--- config.mk ---
export PLATFORM = sky130hd
export DESIGN_NAME = wheel_speed_moving_average
export DESIGN_NICKNAME = d
export VERILOG_FILES = /design/src/rtl/wsma_pkg.sv /design/src/rtl/wsma_window.sv /design/src/rtl/wsma_scale.sv /design/src/rtl/wsma_fifo.sv /design/src/rtl/wheel_speed_moving_average.sv
export SDC_FILE = /design/constraint.sdc
export NUM_CORES = 2
export LEC_CHECK = 0
export BUFFER_PORTS_ARGS = -buffer_cell sky130_fd_sc_hd__buf_4
export CAP_MARGIN = 20
export CORE_MARGIN = 4
export CORE_UTILIZATION = 40
export CTS_CLUSTER_DIAMETER = 40
export DETAILED_ROUTE_END_ITERATION = 16
export GPL_TIMING_DRIVEN = 0
export SLEW_MARGIN = 20
export SYNTH_ARGS = -nofsm -noshare
export SYNTH_HDL_FRONTEND = slang
export SYNTH_HIERARCHICAL = 1
export SYNTH_SLANG_ARGS = --single-unit
--- constraint.sdc ---
create_clock -name clock -period 9.75 [get_ports clock]
set_input_delay 1.4625 -clock clock [delete_from_list [all_inputs] [get_ports clock]]
set_output_delay 1.4625 -clock clock [all_outputs]
set_load 0.01 [all_outputs]
--- src/rtl/wsma_pkg.sv ---
// Shared constants, codes and beat types for the wheel speed meter.
// No dependencies; every rtl file imports this package.
package wsma_pkg;

   // Averaging window and field widths
   localparam int WINDOW_LEN = 9;
   localparam int CNT_W      = 9;
   localparam int ENTRY_W    = CNT_W + 1;
   localparam int OUT_W      = 14;
   localparam int SUM_W      = ENTRY_W + $clog2(WINDOW_LEN);
   localparam int POS_W      = $clog2(WINDOW_LEN);

   localparam logic [CNT_W-1:0] CLAMP_RESET = CNT_W'(500);

   // Result queue
   localparam int FIFO_DEPTH = 4;
   localparam int FIFO_PTR_W = $clog2(FIFO_DEPTH);
   localparam int FIFO_CNT_W = FIFO_PTR_W + 1;

   // Event codes on the request mode field
   typedef enum logic [1:0] {
      MODE_LEFT  = 2'd0,
      MODE_RIGHT = 2'd1,
      MODE_TICK  = 2'd2
   } mode_type;

   // Registered request beat
   typedef struct packed {
      logic       valid;
      logic [1:0] mode;
      logic       left_dir;
      logic       right_dir;
   } item_type;

   // Running window sums, flagged when a tick just updated them
   typedef struct packed {
      logic                    valid;
      logic signed [SUM_W-1:0] left_sum;
      logic signed [SUM_W-1:0] right_sum;
   } sums_type;

   // One result beat
   typedef struct packed {
      logic signed [OUT_W-1:0] speed_left;
      logic signed [OUT_W-1:0] speed_right;
      logic signed [OUT_W-1:0] speed_mean;
   } result_type;

endpackage

--- src/rtl/wsma_window.sv ---
// Pulse counters, clamp register, sample windows and running sums.
// Depends on wsma_pkg.
module wsma_window import wsma_pkg::*; (
   input  logic             clock,
   input  logic             reset,
   input  logic             csr_wr_en,
   input  logic [CNT_W-1:0] csr_wr_data,
   input  item_type         item,
   output sums_type         sums
);

   logic [CNT_W-1:0] clamp_ff;
   logic [CNT_W-1:0] left_cnt_ff, left_cnt_in;
   logic [CNT_W-1:0] right_cnt_ff, right_cnt_in;
   logic [POS_W-1:0] pos_ff, pos_in;
   logic signed [ENTRY_W-1:0] left_win_ff [WINDOW_LEN];
   logic signed [ENTRY_W-1:0] right_win_ff [WINDOW_LEN];
   logic signed [SUM_W-1:0] left_sum_ff, left_sum_in;
   logic signed [SUM_W-1:0] right_sum_ff, right_sum_in;
   logic sums_valid_ff;

   logic is_tick;
   logic [CNT_W-1:0] left_clip, right_clip;
   logic signed [ENTRY_W-1:0] left_mag, right_mag;
   logic signed [ENTRY_W-1:0] left_val, right_val;

   // Clip counts and apply the direction signs
   always_comb begin
      is_tick    = item.valid && (item.mode == MODE_TICK);
      left_clip  = (left_cnt_ff < clamp_ff) ? left_cnt_ff : clamp_ff;
      right_clip = (right_cnt_ff < clamp_ff) ? right_cnt_ff : clamp_ff;
      left_mag   = signed'({1'b0, left_clip});
      right_mag  = signed'({1'b0, right_clip});
      left_val   = item.left_dir ? left_mag : -left_mag;
      right_val  = item.right_dir ? -right_mag : right_mag;
   end

   // Replace the oldest entry in each running sum
   always_comb begin
      left_sum_in  = left_sum_ff + SUM_W'(left_val) - SUM_W'(left_win_ff[pos_ff]);
      right_sum_in = right_sum_ff + SUM_W'(right_val) - SUM_W'(right_win_ff[pos_ff]);
      pos_in       = (pos_ff == POS_W'(WINDOW_LEN - 1)) ? '0 : pos_ff + 1'b1;
   end

   // Count pulses up to the clamp, clear on tick
   always_comb begin
      left_cnt_in  = left_cnt_ff;
      right_cnt_in = right_cnt_ff;
      if (item.valid) begin
         case (item.mode)
            MODE_LEFT: begin
               left_cnt_in = (left_cnt_ff < clamp_ff) ? left_cnt_ff + 1'b1 : clamp_ff;
            end
            MODE_RIGHT: begin
               right_cnt_in = (right_cnt_ff < clamp_ff) ? right_cnt_ff + 1'b1 : clamp_ff;
            end
            MODE_TICK: begin
               left_cnt_in  = '0;
               right_cnt_in = '0;
            end
            default: begin
               left_cnt_in  = left_cnt_ff;
               right_cnt_in = right_cnt_ff;
            end
         endcase
      end
   end

   // Hold clamp limit
   always_ff @(posedge clock) begin
      if (reset) begin
         clamp_ff <= CLAMP_RESET;
      end else if (csr_wr_en) begin
         clamp_ff <= csr_wr_data;
      end
   end

   // Advance counters, windows and sums
   always_ff @(posedge clock) begin
      if (reset) begin
         left_cnt_ff   <= '0;
         right_cnt_ff  <= '0;
         pos_ff        <= '0;
         left_win_ff   <= '{default: '0};
         right_win_ff  <= '{default: '0};
         left_sum_ff   <= '0;
         right_sum_ff  <= '0;
         sums_valid_ff <= 1'b0;
      end else begin
         left_cnt_ff   <= left_cnt_in;
         right_cnt_ff  <= right_cnt_in;
         sums_valid_ff <= is_tick;
         if (is_tick) begin
            left_win_ff[pos_ff]  <= left_val;
            right_win_ff[pos_ff] <= right_val;
            left_sum_ff          <= left_sum_in;
            right_sum_ff         <= right_sum_in;
            pos_ff               <= pos_in;
         end
      end
   end

   assign sums.valid     = sums_valid_ff;
   assign sums.left_sum  = left_sum_ff;
   assign sums.right_sum = right_sum_ff;

endmodule

--- src/rtl/wsma_scale.sv ---
// Q4 window means: rounded division of the sums by constant divisors.
// Depends on wsma_pkg; division is a multiply by a reciprocal.
module wsma_scale import wsma_pkg::*; (
   input  sums_type   sums,
   output result_type result
);

   localparam int NUM_W   = SUM_W + 5;
   localparam int SHIFT_1 = NUM_W + $clog2(WINDOW_LEN);
   localparam int SHIFT_2 = NUM_W + $clog2(2 * WINDOW_LEN);
   localparam int PROD1_W = NUM_W + SHIFT_1;
   localparam int PROD2_W = NUM_W + SHIFT_2;
   localparam longint RECIP_1 = ((longint'(1) << SHIFT_1) + WINDOW_LEN - 1) / WINDOW_LEN;
   localparam longint RECIP_2 =
      ((longint'(1) << SHIFT_2) + 2 * WINDOW_LEN - 1) / (2 * WINDOW_LEN);

   logic signed [SUM_W:0] both_sum;
   logic [SUM_W-1:0] left_abs, right_abs;
   logic [SUM_W:0]   both_abs;
   logic [NUM_W-1:0] left_num, right_num, both_num;
   logic [PROD1_W-1:0] left_prod, right_prod;
   logic [PROD2_W-1:0] both_prod;
   logic [OUT_W-1:0] left_q, right_q, both_q;

   // Take magnitudes and add the rounding half
   always_comb begin
      both_sum  = {sums.left_sum[SUM_W-1], sums.left_sum}
                + {sums.right_sum[SUM_W-1], sums.right_sum};
      left_abs  = sums.left_sum[SUM_W-1] ? SUM_W'(-sums.left_sum) : SUM_W'(sums.left_sum);
      right_abs = sums.right_sum[SUM_W-1] ? SUM_W'(-sums.right_sum) : SUM_W'(sums.right_sum);
      both_abs  = both_sum[SUM_W] ? (SUM_W + 1)'(-both_sum) : (SUM_W + 1)'(both_sum);
      left_num  = NUM_W'({left_abs, 4'b0000}) + NUM_W'(WINDOW_LEN / 2);
      right_num = NUM_W'({right_abs, 4'b0000}) + NUM_W'(WINDOW_LEN / 2);
      both_num  = NUM_W'({both_abs, 4'b0000}) + NUM_W'(WINDOW_LEN);
   end

   // Divide by reciprocal multiply, exact over the numerator range
   always_comb begin
      left_prod  = PROD1_W'(left_num) * PROD1_W'(RECIP_1);
      right_prod = PROD1_W'(right_num) * PROD1_W'(RECIP_1);
      both_prod  = PROD2_W'(both_num) * PROD2_W'(RECIP_2);
      left_q     = left_prod[SHIFT_1 +: OUT_W];
      right_q    = right_prod[SHIFT_1 +: OUT_W];
      both_q     = both_prod[SHIFT_2 +: OUT_W];
   end

   // Restore signs, ties round away from zero
   always_comb begin
      result.speed_left  = sums.left_sum[SUM_W-1] ? -left_q : left_q;
      result.speed_right = sums.right_sum[SUM_W-1] ? -right_q : right_q;
      result.speed_mean  = both_sum[SUM_W] ? -both_q : both_q;
   end

endmodule

--- src/rtl/wsma_fifo.sv ---
// Result queue that decouples the result channel from the pipeline.
// Depends on wsma_pkg.
module wsma_fifo import wsma_pkg::*; (
   input  logic                  clock,
   input  logic                  reset,
   input  logic                  push,
   input  result_type            push_data,
   input  logic                  pop,
   output result_type            head,
   output logic [FIFO_CNT_W-1:0] count
);

   result_type mem_ff [FIFO_DEPTH];
   logic [FIFO_PTR_W-1:0] wr_ptr_ff, rd_ptr_ff;
   logic [FIFO_CNT_W-1:0] count_ff, count_in;

   // Track occupancy
   always_comb begin
      count_in = count_ff;
      if (push && !pop) begin
         count_in = count_ff + 1'b1;
      end else if (pop && !push) begin
         count_in = count_ff - 1'b1;
      end
   end

   // Advance pointers
   always_ff @(posedge clock) begin
      if (reset) begin
         wr_ptr_ff <= '0;
         rd_ptr_ff <= '0;
         count_ff  <= '0;
      end else begin
         count_ff <= count_in;
         if (push) begin
            wr_ptr_ff <= wr_ptr_ff + 1'b1;
         end
         if (pop) begin
            rd_ptr_ff <= rd_ptr_ff + 1'b1;
         end
      end
   end

   // Store result beats
   always_ff @(posedge clock) begin
      if (push) begin
         mem_ff[wr_ptr_ff] <= push_data;
      end
   end

   assign head  = mem_ff[rd_ptr_ff];
   assign count = count_ff;

endmodule

--- src/rtl/wheel_speed_moving_average.sv ---
// Two-wheel encoder speed meter, top level. An accepted tick goes through the
// request register, the window sum registers and then the result queue.
// Throughput: one request beat per cycle while req_ready is high, set by the
// single-pass update stage; req_ready falls so ticks in flight never overfill
// the four-deep result queue, which holds beats while rsp_ready is low.
// Reset (synchronous) clears counters, windows and sums at once, sets the
// clamp limit to 500 and empties the queue.
module wheel_speed_moving_average import wsma_pkg::*; (
   input  logic                    clock,
   input  logic                    reset,
   input  logic                    csr_wr_en,
   input  logic [CNT_W-1:0]        csr_wr_data,
   input  logic                    req_valid,
   output logic                    req_ready,
   input  logic [1:0]              req_mode,
   input  logic                    req_left_dir,
   input  logic                    req_right_dir,
   output logic                    rsp_valid,
   input  logic                    rsp_ready,
   output logic signed [OUT_W-1:0] rsp_speed_left,
   output logic signed [OUT_W-1:0] rsp_speed_right,
   output logic signed [OUT_W-1:0] rsp_speed_mean
);

   item_type   item_ff;
   sums_type   sums;
   result_type result;
   result_type head;
   logic [FIFO_CNT_W-1:0] count;
   logic [FIFO_CNT_W:0]   pending;
   logic req_beat, rsp_beat;

   // Admit a beat only while every tick in flight has a queue slot
   always_comb begin
      pending   = (FIFO_CNT_W + 1)'(count)
                + (FIFO_CNT_W + 1)'(item_ff.valid && (item_ff.mode == MODE_TICK))
                + (FIFO_CNT_W + 1)'(sums.valid);
      req_ready = pending < (FIFO_CNT_W + 1)'(FIFO_DEPTH);
      req_beat  = req_valid && req_ready;
      rsp_beat  = rsp_valid && rsp_ready;
   end

   // Register the request beat
   always_ff @(posedge clock) begin
      if (reset) begin
         item_ff.valid <= 1'b0;
      end else begin
         item_ff.valid <= req_beat;
      end
      if (req_beat) begin
         item_ff.mode      <= req_mode;
         item_ff.left_dir  <= req_left_dir;
         item_ff.right_dir <= req_right_dir;
      end
   end

   wsma_window u_window (
      .clock       (clock),
      .reset       (reset),
      .csr_wr_en   (csr_wr_en),
      .csr_wr_data (csr_wr_data),
      .item        (item_ff),
      .sums        (sums)
   );

   wsma_scale u_scale (
      .sums   (sums),
      .result (result)
   );

   wsma_fifo u_fifo (
      .clock     (clock),
      .reset     (reset),
      .push      (sums.valid),
      .push_data (result),
      .pop       (rsp_beat),
      .head      (head),
      .count     (count)
   );

   assign rsp_valid       = count != '0;
   assign rsp_speed_left  = head.speed_left;
   assign rsp_speed_right = head.speed_right;
   assign rsp_speed_mean  = head.speed_mean;

endmodule

==> results.md <==
- Post-Synth Adder-Cell Area: between 20 and 30%
- Area grow syn2layout: 12.8%
- Fmax: ~0.11 GHz
- Hold Violations, Final: 0
- Share of post-route cells with drive strength above 1: 9.62%
- Worst-margin pin slew: around 1100 ps
- WL/cell: around 19 um
- Top_reg_cell synth: dfxtp_1
- Fin nets: approximately 4.4k
- Largest net degree at the start of global routing: 43
- DR iter-0 viols: roughly 1.6k
- Setup TNS Final: 0 ps
- Core box area: a little under 90000 sq um
- Top cells by count, synth: ha_1 (447), inv_1 (396), nand2_1 (364)
- Synth Area in Compound Gates: a little over an eighth
- Worst-Skew Late Latency: between 600 and 700 ps
- Clock root buffer: clkbuf_16
- Post-Route Skew: about 30 ps
- Die Wd: around 300 um
- Critical Path RT: roughly 10000 ps
- DRC Markers: 0
- Worst-path clk slew: around 60 ps
- Max-cap violations: 0
- CTS tree: done
- RSZ-0062 raised after global routing: no
- Post-Synth Simple-Gate Area: about an eighth
- Synth top area share: around 16%
- Finish-stage setup viols: 0
- Largest family of logic cells by synthesized area: adder cells
- Type of origin of the critical path: flop
- Routability cong.: roughly 0.9
- Post-route minimum period: roughly 9200 ps
- IO Pins: 62
- ANT nets after route: 0
- Async S/R FF share, synth: 0%
- Drt total wl: slightly above 90 mm
- Number of port buffers: 60
- Library cells used by synthesis: around 110
- Vias in the first global route: approximately 26k
- Die Area: slightly above 90000 sq um
- Die height: approximately 300 um
- CTS sink count: around 420
- Mapped cell area: roughly 35000 sq um
- Hold Path Class: flop to flop
- Num rows: roughly 110
- Synth Area per Inst: ~9.7 sq um
- Leading area contributor after synthesis: ha_1
- Final period util: 94.8%
- FF+latch count, synth: 422
- Fillcell total: 8407
- Via density: ~5.3
- Number of synthesized flops with an enable pin: around 170
- Count leader, synth: ha_1
- Post-DP HPWL: roughly 70 mm
- Antenna Cells: 0
- Vias: roughly 26k
- Initial Util: around two fifths
- CTS Buf Count: 67
- First-pass GRT wire length: about 150 mm
- Slew HR: 24.8%
- H-Tree Depth: 3
- Final core occ: between 40% and 50%
- Antenna violations before repair: 0
- Crit-path most repeated cell: fa_1
- Post-synthesis sequential area ratio: ~29%
- Worst stage delay on the critical path: 570 ps
- GRT Total Usage: 20.2%
- CP Data Arrival Time: between 9000 and 10000 ps
- Portion of netlist area occupied by mux cells: 6.30%
- Critical path type: flop to flop
- Longest Clk Path Bufs: 3
- Outcome: finished, final reports clean
- Warnings, synthesis: 6
- CP Max Fanout: 10
- Post-Synthesis Cells: ~3.6k
- Pre-antenna DRT Iters: 6
- Synth Area in XOR/XNOR: under 10%
- Worst setup EP type: flop
- Slew Limit Fails: 0
- Critical path's slowest cell: fa_1
- Synth top area cells: ha_1 (16%), edfxtp_1 (15%), dfxtp_1 (14%)
- Total gr overflow: 0
- Syn_nets: approximately 4.3k
==> flip-flops by register name (all words and copies together) (netlist names), 5 cells and up, named ones only <==
name / flops
u_window/left_sum_ff: 14
item_ff: 5
u_window/clamp_ff: 9
u_window/right_win_ff: 90
u_window/left_win_ff: 90
u_window/right_sum_ff: 14
u_window/left_cnt_ff: 9
u_window/right_cnt_ff: 9
u_fifo/mem_ff: 168
==> final timing paths <==
check                                             start                                     to  slack, ps  depth (start not counted)
setup / recovery  u_window/right_sum_ff[0]$_SDFFE_PP0P_          u_fifo/mem_ff[1][9]$_DFFE_PP_        510                         31
hold / removal    u_window/left_win_ff[48]$_SDFFE_PP0P_  u_window/left_win_ff[48]$_SDFFE_PP0P_        450                          2
setup reg to reg  u_window/right_sum_ff[0]$_SDFFE_PP0P_          u_fifo/mem_ff[1][9]$_DFFE_PP_        510                         31
hold reg to reg   u_window/left_win_ff[48]$_SDFFE_PP0P_  u_window/left_win_ff[48]$_SDFFE_PP0P_        450                          2
==> cell type report <==
cell class	count	area, sq um	share of cell area (%)
clock inverter	43	618	1.57
multi-input combinational	2617	22700	57.6
tap	1155	1450	3.67
sequential	422	10200	25.8
buffer	150	728	1.85
clock buffer	79	1760	4.47
timing repair buffer	64	480	1.22
inverter	398	1490	3.79
==> cells in the final DEF (no fill, tap or decap), types with 23 or more instances in the layout <==
master	count
a211oi_1	35
a21o_1	47
a21oi_1	261
a31oi_1	23
and2_1	23
buf_2	27
buf_4	67
clkbuf_1	112
clkbuf_16	68
dfxtp_1	248
edfxtp_1	172
fa_1	214
ha_1	447
inv_1	396
mux2i_1	59
mux4_2	59
nand2_1	363
nand3_1	53
nor2_1	245
nor2b_1	24
nor3_1	29
o21ai_0	153
o31ai_1	24
xnor2_1	119
xor2_1	55
==> stage by stage <==
step / instances / worst slack (ps) / hold slack [ps] / cell area (sq um)
after floorplan: 3588 / 948 / 420 / 34900
after global placement: 4803 / -762 / 435 / 36800
after detailed placement: 4803 / -817 / 440 / 36900
after CTS: 4925 / 55.6 / 448 / 39300
after global routing: 4928 / 25.7 / 467 / 39400
final: 4928 / 511 / 448 / 39400
==> what timing repair did <==
item | CTS | global route
hold buffers | 0 | 0
buffers inserted | 1 | 3
resized for setup | 12 | 17
endpoints found under the setup margin | 44 | 44
pin swaps | 1 | 3
==> layer usage <==
| metal | GRT usage (%) | vias to the layer above | routed length, um |
|---|---|---|---|
| met3 | 3.06 | 155 | 4750 |
| met2 | 33.4 | 686 | 42300 |
| li1 | - | 12800 | - |
| met4 | 6.43 | 0 | 2850 |
| met5 | 0 | - | 0 |
| met1 | 27.4 | 12700 | 41800 |
==> worst max-delay path, delay by kind of cell, from the launching register on <==
family	cells	cell delay (ps)
simple gates	3	700
flops	1	430
compound gates	11	2450
buf+inv	6	720
xor+xnor	2	520
fa+ha+maj	9	4190
==> logic make-up (layout without fill, tap and decap cells) <==
group | after synthesis | after routing
compound gates | 741 | 741
buf+inv | 549 | 734
mux | 132 | 132
flops | 422 | 422
xor+xnor | 189 | 189
fa+ha+maj | 662 | 662
simple gates | 893 | 893
Power is not shown: default switching activity piles up to over one toggle a cycle in this logic, so the estimate is an artifact.
